`src/btbd_pkg.sv`:
```
// ----------------------------------------------------------------------------
// btbd_pkg: shared types and constants of the bass/treble beat detector
// Field widths, register indexes, reset values and the configuration bundle.
// ----------------------------------------------------------------------------
package btbd_pkg;

	// Ring depth default
	localparam int RING_DEPTH_DEF = 64;

	// Field widths
	localparam int SAMPLE_W  = 16;
	localparam int BASS_W    = 24;
	localparam int TREBLE_W  = 26;
	localparam int BPEAK_W   = 24;
	localparam int TPEAK_W   = 25;
	localparam int OP_W      = 27;
	localparam int GAIN_W    = 20;
	localparam int RES_W     = 32;
	localparam int OUT_DATA_W = 56;
	localparam int OUT_USER_W = 2;

	// Treble saturation bound
	localparam logic signed [RES_W-1:0] TREBLE_LIMIT = 32'sd25165312;

	// Configuration port
	localparam int CFG_IDX_W  = 8;
	localparam int CFG_DATA_W = 16;

	localparam logic [CFG_IDX_W-1:0] REG_LOW_PASS_GAIN  = 8'd0;
	localparam logic [CFG_IDX_W-1:0] REG_HIGH_PASS_GAIN = 8'd1;
	localparam logic [CFG_IDX_W-1:0] REG_DECAY_GAIN     = 8'd2;
	localparam logic [CFG_IDX_W-1:0] REG_PEAK_FACTOR    = 8'd3;

	localparam logic [15:0] LOW_PASS_GAIN_RST  = 16'd39322;
	localparam logic [15:0] HIGH_PASS_GAIN_RST = 16'd39322;
	localparam logic [15:0] DECAY_GAIN_RST     = 16'd61604;
	localparam logic [7:0]  PEAK_FACTOR_RST    = 8'd32;

	// Register file contents
	typedef struct packed {
		logic [15:0] low_pass_gain;
		logic [15:0] high_pass_gain;
		logic [15:0] decay_gain;
		logic [7:0]  peak_factor;
	} cfg_t;

	// Sequencer states
	typedef enum logic [4:0] {
		ST_CLEAR = 5'b00001,
		ST_IDLE  = 5'b00010,
		ST_RUN   = 5'b00100,
		ST_DECAY = 5'b01000,
		ST_CMP   = 5'b10000
	} state_t;

endpackage

```
`src/btbd_ram.sv`:
```
// ----------------------------------------------------------------------------
// btbd_ram: generic single-write, single-read memory
// One write port and one read port, read data registered.
// ----------------------------------------------------------------------------
module btbd_ram #(
	parameter int WIDTH = 16,
	parameter int DEPTH = 64
) (
	input  logic                     clk,
	input  logic                     we,
	input  logic [$clog2(DEPTH)-1:0] waddr,
	input  logic [WIDTH-1:0]         wdata,
	input  logic [$clog2(DEPTH)-1:0] raddr,
	output logic [WIDTH-1:0]         rdata
);

	logic [WIDTH-1:0] mem_q [DEPTH];

	// Write and registered read
	always_ff @(posedge clk) begin
		if (we) begin
			mem_q[waddr] <= wdata;
		end
		rdata <= mem_q[raddr];
	end

endmodule

```
`src/btbd_mul.sv`:
```
// ----------------------------------------------------------------------------
// btbd_mul: shared two-lane multiply and floor-shift unit
// Each lane returns floor(op * gain / 65536) for a signed operand.
// ----------------------------------------------------------------------------
module btbd_mul (
	input  logic signed [btbd_pkg::OP_W-1:0]  op_a,
	input  logic        [btbd_pkg::GAIN_W-1:0] gain_a,
	input  logic signed [btbd_pkg::OP_W-1:0]  op_b,
	input  logic        [btbd_pkg::GAIN_W-1:0] gain_b,
	output logic signed [btbd_pkg::RES_W-1:0] res_a,
	output logic signed [btbd_pkg::RES_W-1:0] res_b
);
	import btbd_pkg::*;

	localparam int PROD_W = OP_W + GAIN_W + 1;

	logic signed [PROD_W-1:0] prod_a;
	logic signed [PROD_W-1:0] prod_b;

	// Multiply; dropping the low 16 bits of a signed product rounds down
	assign prod_a = op_a * $signed({1'b0, gain_a});
	assign prod_b = op_b * $signed({1'b0, gain_b});
	assign res_a  = prod_a[PROD_W-1:16];
	assign res_b  = prod_b[PROD_W-1:16];

endmodule

```
`src/btbd_cfg.sv`:
```
// ----------------------------------------------------------------------------
// btbd_cfg: configuration register file
// Holds the filter gains, the peak decay and the peak factor.
// ----------------------------------------------------------------------------
module btbd_cfg (
	input  logic                              clk,
	input  logic                              arst_n,
	input  logic                              cfg_valid,
	output logic                              cfg_ready,
	input  logic [btbd_pkg::CFG_IDX_W-1:0]    cfg_index,
	input  logic [btbd_pkg::CFG_DATA_W-1:0]   cfg_data,
	output btbd_pkg::cfg_t                    regs
);
	import btbd_pkg::*;

	cfg_t regs_q;

	assign cfg_ready = 1'b1;
	assign regs      = regs_q;

	// Update the addressed register; drop writes to unknown indexes
	always_ff @(posedge clk or negedge arst_n) begin
		if (!arst_n) begin
			regs_q.low_pass_gain  <= LOW_PASS_GAIN_RST;
			regs_q.high_pass_gain <= HIGH_PASS_GAIN_RST;
			regs_q.decay_gain     <= DECAY_GAIN_RST;
			regs_q.peak_factor    <= PEAK_FACTOR_RST;
		end else if (cfg_valid && cfg_ready) begin
			case (cfg_index)
				REG_LOW_PASS_GAIN:  regs_q.low_pass_gain  <= cfg_data;
				REG_HIGH_PASS_GAIN: regs_q.high_pass_gain <= cfg_data;
				REG_DECAY_GAIN:     regs_q.decay_gain     <= cfg_data;
				REG_PEAK_FACTOR:    regs_q.peak_factor    <= cfg_data[7:0];
				default: ;
			endcase
		end
	end

endmodule

```
`src/bass_treble_beat_detector_top.sv`:
```
// ----------------------------------------------------------------------------
// bass_treble_beat_detector_top: ring-replay bass/treble beat detector
//
// Usage:
//   s_axis carries one signed 16-bit sample per transfer. Each sample is
//   stored in a ring of RING_DEPTH entries; the ring is then replayed, oldest
//   to newest, through a low-pass and a high-pass one-pole filter, one entry
//   per cycle on a shared two-lane multiply unit. The decay and compare
//   states reuse it to decay peaks and test the final levels against them.
//   m_axis returns one result per sample: levels in tdata, beat flags in tuser.
//   cfg writes the four gain registers; issue them only while the block idles.
//   Each sample runs through the replay, decay and compare states, and the
//   compare state loads the output register; a new sample is taken only in
//   idle. The ring replay through the single memory read port sets the pace.
//   Reset: after arst_n releases, a clearing pass writes zeros to the ring,
//   during which s_axis_tready stays low.
//   A stalled m_axis holds the finished result; the next sample is still
//   taken and runs until its own result would overwrite the held one.
// ----------------------------------------------------------------------------
module bass_treble_beat_detector_top #(
	parameter int RING_DEPTH = btbd_pkg::RING_DEPTH_DEF
) (
	input  logic                                clk,
	input  logic                                arst_n,
	// Input samples
	input  logic                                s_axis_tvalid,
	output logic                                s_axis_tready,
	input  logic [btbd_pkg::SAMPLE_W-1:0]       s_axis_tdata,  // [15:0] sample
	// Results
	output logic                                m_axis_tvalid,
	input  logic                                m_axis_tready,
	// [23:0] bass_level, [49:24] treble_level, [55:50] zero
	output logic [btbd_pkg::OUT_DATA_W-1:0]     m_axis_tdata,
	// [0] is_bass_peak, [1] is_treble_peak
	output logic [btbd_pkg::OUT_USER_W-1:0]     m_axis_tuser,
	// Configuration writes
	input  logic                                cfg_valid,
	output logic                                cfg_ready,
	input  logic [btbd_pkg::CFG_IDX_W-1:0]      cfg_index,
	input  logic [btbd_pkg::CFG_DATA_W-1:0]     cfg_data
);
	import btbd_pkg::*;

	localparam int AW = $clog2(RING_DEPTH);
	localparam logic [AW-1:0] LAST_ADDR = AW'(RING_DEPTH - 1);
	localparam logic [AW:0]   ISS_END   = (AW+1)'(RING_DEPTH);

	cfg_t   regs;
	state_t state_q;

	logic [AW-1:0] ptr_q;
	logic [AW-1:0] wr_idx_q;
	logic [AW:0]   iss_q;
	logic          dv_q;
	logic          last_q;
	logic          first_q;

	logic signed [BASS_W-1:0]   bass_q;
	logic signed [TREBLE_W-1:0] treble_q;
	logic signed [BASS_W-1:0]   xprev_q;
	logic [BPEAK_W-1:0]         bpeak_q;
	logic [TPEAK_W-1:0]         tpeak_q;

	logic                       out_bflag_q;
	logic                       out_tflag_q;
	logic signed [BASS_W-1:0]   out_bass_q;
	logic signed [TREBLE_W-1:0] out_treble_q;

	logic                       ram_we;
	logic [AW-1:0]              ram_waddr;
	logic [SAMPLE_W-1:0]        ram_wdata;
	logic [SAMPLE_W-1:0]        ram_rdata;

	logic signed [OP_W-1:0]     op_a;
	logic signed [OP_W-1:0]     op_b;
	logic [GAIN_W-1:0]          gain_a;
	logic [GAIN_W-1:0]          gain_b;
	logic signed [RES_W-1:0]    res_a;
	logic signed [RES_W-1:0]    res_b;

	logic signed [BASS_W-1:0]   x_cur;
	logic signed [RES_W-1:0]    bass_sum;
	logic signed [TREBLE_W-1:0] treble_sat;
	logic                       in_xfer;
	logic                       issue;
	logic                       out_free;
	logic                       bass_hit;
	logic                       treble_hit;
	logic [AW-1:0]              ptr_inc;
	logic [AW-1:0]              wr_inc;

	// Configuration registers
	btbd_cfg u_cfg (
		.clk       (clk),
		.arst_n    (arst_n),
		.cfg_valid (cfg_valid),
		.cfg_ready (cfg_ready),
		.cfg_index (cfg_index),
		.cfg_data  (cfg_data),
		.regs      (regs)
	);

	// Sample ring
	btbd_ram #(
		.WIDTH (SAMPLE_W),
		.DEPTH (RING_DEPTH)
	) u_ring (
		.clk   (clk),
		.we    (ram_we),
		.waddr (ram_waddr),
		.wdata (ram_wdata),
		.raddr (ptr_q),
		.rdata (ram_rdata)
	);

	// Shared multiply unit
	btbd_mul u_mul (
		.op_a   (op_a),
		.gain_a (gain_a),
		.op_b   (op_b),
		.gain_b (gain_b),
		.res_a  (res_a),
		.res_b  (res_b)
	);

	assign s_axis_tready = (state_q == ST_IDLE);
	assign in_xfer       = s_axis_tvalid && s_axis_tready;
	assign issue         = (state_q == ST_RUN) && (iss_q != ISS_END);
	assign out_free      = !m_axis_tvalid || m_axis_tready;
	assign ptr_inc       = (ptr_q == LAST_ADDR) ? '0 : ptr_q + 1'b1;
	assign wr_inc        = (wr_idx_q == LAST_ADDR) ? '0 : wr_idx_q + 1'b1;
	assign x_cur         = {ram_rdata, 8'b0};

	// Ring write: zeros during the clearing pass, the new sample on a transfer
	always_comb begin
		ram_we    = 1'b0;
		ram_waddr = wr_idx_q;
		ram_wdata = s_axis_tdata;
		if (state_q == ST_CLEAR) begin
			ram_we    = 1'b1;
			ram_waddr = ptr_q;
			ram_wdata = '0;
		end else if (in_xfer) begin
			ram_we = 1'b1;
		end
	end

	// Steer the multiply unit: filter step, peak decay or peak threshold
	always_comb begin
		op_a   = {{(OP_W-BASS_W){x_cur[BASS_W-1]}}, x_cur}
			- {{(OP_W-BASS_W){bass_q[BASS_W-1]}}, bass_q};
		op_b   = {{(OP_W-TREBLE_W){treble_q[TREBLE_W-1]}}, treble_q}
			+ {{(OP_W-BASS_W){x_cur[BASS_W-1]}}, x_cur}
			- {{(OP_W-BASS_W){xprev_q[BASS_W-1]}}, xprev_q};
		gain_a = {4'b0, regs.low_pass_gain};
		gain_b = {4'b0, regs.high_pass_gain};
		case (state_q)
			ST_DECAY: begin
				op_a   = {{(OP_W-BPEAK_W){1'b0}}, bpeak_q};
				op_b   = {{(OP_W-TPEAK_W){1'b0}}, tpeak_q};
				gain_a = {4'b0, regs.decay_gain};
				gain_b = {4'b0, regs.decay_gain};
			end
			ST_CMP: begin
				op_a   = {{(OP_W-BPEAK_W){1'b0}}, bpeak_q};
				op_b   = {{(OP_W-TPEAK_W){1'b0}}, tpeak_q};
				gain_a = {regs.peak_factor, 12'b0};
				gain_b = {regs.peak_factor, 12'b0};
			end
			default: ;
		endcase
	end

	// Filter updates and threshold tests
	always_comb begin
		bass_sum   = {{(RES_W-BASS_W){bass_q[BASS_W-1]}}, bass_q} + res_a;
		treble_sat = res_b[TREBLE_W-1:0];
		if (res_b > TREBLE_LIMIT) begin
			treble_sat = TREBLE_LIMIT[TREBLE_W-1:0];
		end else if (res_b < -TREBLE_LIMIT) begin
			treble_sat = -TREBLE_LIMIT[TREBLE_W-1:0];
		end
		bass_hit   = $signed({{(RES_W-BASS_W){bass_q[BASS_W-1]}}, bass_q}) > res_a;
		treble_hit = $signed({{(RES_W-TREBLE_W){treble_q[TREBLE_W-1]}}, treble_q})
			> res_b;
	end

	// Sequencer and ring pointers
	always_ff @(posedge clk or negedge arst_n) begin
		if (!arst_n) begin
			state_q  <= ST_CLEAR;
			ptr_q    <= '0;
			wr_idx_q <= '0;
			iss_q    <= '0;
			dv_q     <= 1'b0;
			last_q   <= 1'b0;
			first_q  <= 1'b0;
		end else begin
			dv_q   <= issue;
			last_q <= issue && (iss_q == ISS_END - 1'b1);
			case (state_q)
				ST_CLEAR: begin
					ptr_q <= ptr_inc;
					if (ptr_q == LAST_ADDR) begin
						state_q <= ST_IDLE;
					end
				end
				ST_IDLE: begin
					if (in_xfer) begin
						wr_idx_q <= wr_inc;
						ptr_q    <= wr_inc;
						iss_q    <= '0;
						first_q  <= 1'b1;
						state_q  <= ST_RUN;
					end
				end
				ST_RUN: begin
					if (issue) begin
						ptr_q <= ptr_inc;
						iss_q <= iss_q + 1'b1;
					end
					if (dv_q) begin
						first_q <= 1'b0;
					end
					if (dv_q && last_q) begin
						state_q <= ST_DECAY;
					end
				end
				ST_DECAY: begin
					state_q <= ST_CMP;
				end
				ST_CMP: begin
					if (out_free) begin
						state_q <= ST_IDLE;
					end
				end
				default: state_q <= ST_IDLE;
			endcase
		end
	end

	// Filter state: seed from the oldest entry, then step once per entry
	always_ff @(posedge clk) begin
		if (state_q == ST_RUN && dv_q) begin
			xprev_q <= x_cur;
			if (first_q) begin
				bass_q   <= x_cur;
				treble_q <= {{(TREBLE_W-BASS_W){x_cur[BASS_W-1]}}, x_cur};
			end else begin
				bass_q   <= bass_sum[BASS_W-1:0];
				treble_q <= treble_sat;
			end
		end
	end

	// Peaks: decay each item, take the level on a hit
	always_ff @(posedge clk or negedge arst_n) begin
		if (!arst_n) begin
			bpeak_q <= '0;
			tpeak_q <= '0;
		end else if (state_q == ST_DECAY) begin
			bpeak_q <= res_a[BPEAK_W-1:0];
			tpeak_q <= res_b[TPEAK_W-1:0];
		end else if (state_q == ST_CMP && out_free) begin
			if (bass_hit) begin
				bpeak_q <= bass_q;
			end
			if (treble_hit) begin
				tpeak_q <= treble_q[TPEAK_W-1:0];
			end
		end
	end

	// Output register: load on the compare step, drop on transfer
	always_ff @(posedge clk or negedge arst_n) begin
		if (!arst_n) begin
			m_axis_tvalid <= 1'b0;
		end else if (state_q == ST_CMP && out_free) begin
			m_axis_tvalid <= 1'b1;
		end else if (m_axis_tready) begin
			m_axis_tvalid <= 1'b0;
		end
	end

	always_ff @(posedge clk) begin
		if (state_q == ST_CMP && out_free) begin
			out_bflag_q  <= bass_hit;
			out_tflag_q  <= treble_hit;
			out_bass_q   <= bass_q;
			out_treble_q <= treble_q;
		end
	end

	assign m_axis_tdata = {{(OUT_DATA_W-BASS_W-TREBLE_W){1'b0}}, out_treble_q, out_bass_q};
	assign m_axis_tuser = {out_tflag_q, out_bflag_q};

	// Checks
	a_accept_starts_run: assert property (@(posedge clk) disable iff (!arst_n)
		in_xfer |=> (state_q == ST_RUN))
		else $error("accepted sample did not start the ring replay");

	a_read_data_in_run: assert property (@(posedge clk) disable iff (!arst_n)
		dv_q |-> (state_q == ST_RUN))
		else $error("ring read data arrived outside the replay");

	a_no_accept_clear: assert property (@(posedge clk) disable iff (!arst_n)
		(state_q == ST_CLEAR) |-> !s_axis_tready)
		else $error("input ready during the clearing pass");

	a_treble_bound: assert property (@(posedge clk) disable iff (!arst_n)
		m_axis_tvalid |-> ($signed(out_treble_q) <= $signed(TREBLE_LIMIT[TREBLE_W-1:0])
			&& $signed(out_treble_q) >= $signed(-TREBLE_LIMIT[TREBLE_W-1:0])))
		else $error("treble level outside the saturation bound");

	a_issue_bound: assert property (@(posedge clk) disable iff (!arst_n)
		(state_q == ST_RUN) |-> (iss_q <= ISS_END))
		else $error("replay issued past the ring depth");

endmodule

```
`config.mk`:
```
export PLATFORM = sky130hd
export DESIGN_NAME = bass_treble_beat_detector_top
export DESIGN_NICKNAME = d
export VERILOG_FILES = /design/src/btbd_pkg.sv /design/src/btbd_ram.sv /design/src/btbd_mul.sv /design/src/btbd_cfg.sv /design/src/bass_treble_beat_detector_top.sv
export SDC_FILE = /design/constraint.sdc
export NUM_CORES = 2
export LEC_CHECK = 0
export BUFFER_PORTS_ARGS = -buffer_cell sky130_fd_sc_hd__buf_2
export CORE_ASPECT_RATIO = 1.25
export CORE_MARGIN = 4
export CORE_UTILIZATION = 47
export DETAILED_ROUTE_END_ITERATION = 16
export PLACE_DENSITY = 0.76
export SETUP_SLACK_MARGIN = 0.4
export SYNTH_ARGS = -nofsm -noshare
export SYNTH_HDL_FRONTEND = slang
export SYNTH_SLANG_ARGS = --single-unit
```
`constraint.sdc`:
```
create_clock -name clk -period 11.6 [get_ports clk]
set_input_delay 1.16 -clock clk [delete_from_list [all_inputs] [get_ports clk]]
set_output_delay 1.16 -clock clk [all_outputs]
set_load 0.01 [all_outputs]
```
==> impl_results.md <==
* DP Wirelength at 195 mm
* Reg clk slew, reported paths at 0.07 ns
* Cell row count at 181
* # IOs at 106
* Maximum fanout along the worst path at 6
* Initial drt markers at 5880
* Worst skew pair latency at 0.76 ns
* Initial Utilization at 0.473
* Die height at 503 um
* Worst setup SP type: flop
* Max Freq at 87.4 MHz
* Asr flop ratio synth at 0.103
* Post-synth top area share at 0.373
* Post-synthesis cell type count at 91
* Die area at 203000 um2
* Number of global-route vias before repair at 65700
* WL/cell at 25.3 um
* FF-to-FF End: tpeak_q[19]
* Largest area contributor in the netlist: edfxtp_1
* Crit path arrival time at between 10 and 15 ns
* First-pass GRT wire length at 403 mm
* Top cells by area, synth: edfxtp_1 (37%), fa_1 (23%), mux4_2 (8.2%)
* Outcome: completed
* # nets final at between 9000 and 10000
* Multi-input gate area at 49700 um2
* Slew HR at 0.101
* Filler instances at roughly 16000
* Worst reg2reg startpoint: treble_q[9]
* Tcrit/Tclk final at 0.987
* Pre-antenna DRT Iters at 6
* CTS tree: done
* Crit path max-delay cell type: fa_1
* Final Cell Area at 105000 um2
* Hold Path Stages at 0
* Slew @ Worst Pin at 1.35 ns
* Hold EP: xprev_q[9]
* GPL Wtd Cong at 0.990
* Register bit total from synthesis at 1291
* Sequential share of the synthesized area at 0.413
* CTS Buffer Depth at 3
* Total global-route track usage at 0.265
* Area Overhead vs Synth at 14.6%
* Total CTS buffers at 120
* Top cell family by delay on the critical path: adder cells
* Via Count at 61300
* Final Max Tran Viols at 0
* GR Overflow Total at 0
* Layout Skew at slightly above 0.05 ns
* # setup viols final at 0
* R2R setup slack at 0.15 ns
* Number of synthesized flops with an enable pin at approximately 1100
* Setup CP Type: reg2reg
* HP Class: reg2reg
* Ys Warns at 0
* Final min period at 11.45 ns
* Prevailing post-synth register cell: edfxtp_1
* Residual DRC count at 0
* Die width at 404 um
* DR vias/cell at 5.79
* Root buf cell: clkbuf_16
* Post-route setup TNS at 0 ns
* Register area at 38000 um2
* Largest net degree at the start of global routing at about 130
* Setup crit end kind: flop
* Port-buffer cells at a little under 100
* Routed wire length at around 270 mm
* Gate Count Post-Synth at approximately 7400
* Core box area at ~190000 um2
* Utilization after layout at 0.542
* RSZ-0062 raised after global routing: true
* Syn Area/Cell at 12.5 um2
* Antenna violations before repair at 16
* Worst r2r path cells at 48
* Max Cap Viol at 0
* Dpl cell area at a little under 100000 um2
* H-tree lvl count at 3
* Final ANT Viol Nets at 0
* Crit-path max cell delay at between 0.5 and 0.6 ns
* CP bufs+invs at 12
* Min-delay src: u_ring.rdata[1]
* Clock Sinks at 1291
* Hold slack at 0.493 ns
* Worst path required time at approximately 12 ns
* Top cell by count, worst path: fa_1
* Post-Synthesis Cell Area at between 90000 and 100000 um2
* Final hold violation count at 0
* Proportion of layout cells with a drive suffix above 1 at 0.211
## synthesized netlist by cell type (25+ instances only)
cell type	instances
fa_1	1074
xnor2_1	108
o21bai_1	28
nand3_1	60
xor2_1	43
nand2_1	728
mux2_2	57
nor3_1	47
o21a_1	31
dfstp_2	25
mux4_2	336
nor2_1	728
clkbuf_1	257
a22oi_1	54
inv_1	1272
nor2b_1	33
edfxtp_1	1142
dfrtp_1	108
a21oi_1	137
o21ai_0	141
or2_2	43
and2_1	70
ha_1	373
o31a_1	28
a21o_1	51
buf_1	39
## layer usage
layer | wire length (um) | global-route usage
met1 | 92400 | 0.313
met2 | 133000 | 0.452
met3 | 22100 | 0.0515
met4 | 20200 | 0.162
met5 | 72 | 0
## timing repair
item | CTS | global route
resized for setup | 190 | 183
endpoints found under the setup margin | 81 | 87
hold buffers | 0 | 0
pin swaps | 109 | 182
gates cloned | 9 | 7
buffers inserted | 56 | 39
## flip-flops by register name, summed over array words and instances, names as in the netlist, 7 cells and up
signal / count
iss_q: 7
bpeak_q: 24
tpeak_q: 25
treble_q: 26
bass_q: 24
u_ring.mem_q: 1024
out_bass_q: 24
xprev_q: 16
out_treble_q: 26
u_ring.rdata: 16
u_cfg.regs: 56
## cell type report
class | instances | area share
clock inverters | 60 | 0.00669
inverters | 1273 | 0.0454
well taps | 2562 | 0.0304
diodes | 9 | 0.000214
repair buffers | 734 | 0.0548
flip-flops and latches | 1291 | 0.361
clock buffers | 158 | 0.0304
multi-input cells | 4509 | 0.471
## worst max-delay path by stage
stage	start	end	depth (start not counted)
floorplan	bass_q[1]	bpeak_q[7]	57
global placement	treble_q[2]	tpeak_q[10]	50
detailed placement	bass_q[0]	bpeak_q[22]	53
CTS	bass_q[6]	bass_q[20]	50
global route	treble_q[16]	tpeak_q[10]	48
finish	treble_q[9]	tpeak_q[19]	48
## metrics by stage
stage               setup WS (ns)  cells
global route               -0.404  10600
detailed placement         -0.547  10300
global placement           -0.286  10300
finish                      0.152  10600
CTS                         0.217  10500
floorplan                   0.409   7387
## layout by cell type, fill, tap and decap left out, types with 41 or more instances in the layout
| cell | instances |
|---|---|
| buf_4 | 584 |
| a21oi_2 | 41 |
| and2_1 | 48 |
| mux4_2 | 336 |
| edfxtp_1 | 1142 |
| ha_1 | 339 |
| nand3_1 | 53 |
| a21oi_1 | 93 |
| nand2_1 | 716 |
| o21ai_0 | 92 |
| clkbuf_16 | 127 |
| xnor2_1 | 98 |
| mux2_2 | 57 |
| inv_1 | 1253 |
| nor2_1 | 709 |
| dfrtp_1 | 103 |
| a21o_1 | 50 |
| fa_1 | 1051 |
| buf_2 | 97 |
| o21ai_1 | 48 |
## worst reg2reg max path: cells and delay by family, from the launching register on
family	cells	cell delay, ns
DFF	1	0.37
and+or+nand+nor	7	1.20
AOI/OAI and AO/OA	16	3.21
buffers and inverters	12	1.46
adders and majority gates	11	4.77
xor gates and xnor gates	2	0.35
## cells by family (layout without fill, tap and decap cells)
group | Yosys count | in the layout | share of synthesized area
AO/OA/AOI/OAI | 647 | 647 | 0.0475
XOR/XNOR | 152 | 152 | 0.0146
adder cells (fa/ha/maj) | 1448 | 1448 | 0.285
buffers and inverters | 1590 | 2225 | 0.0656
flip-flops | 1291 | 1291 | 0.413
multiplexers | 405 | 405 | 0.0906
other | 2 | 36 | 0.0000817
AND/OR/NAND/NOR | 1827 | 1830 | 0.0841
Power is not shown: default switching activity piles up to over one toggle a cycle in this logic, so the estimate is an artifact.
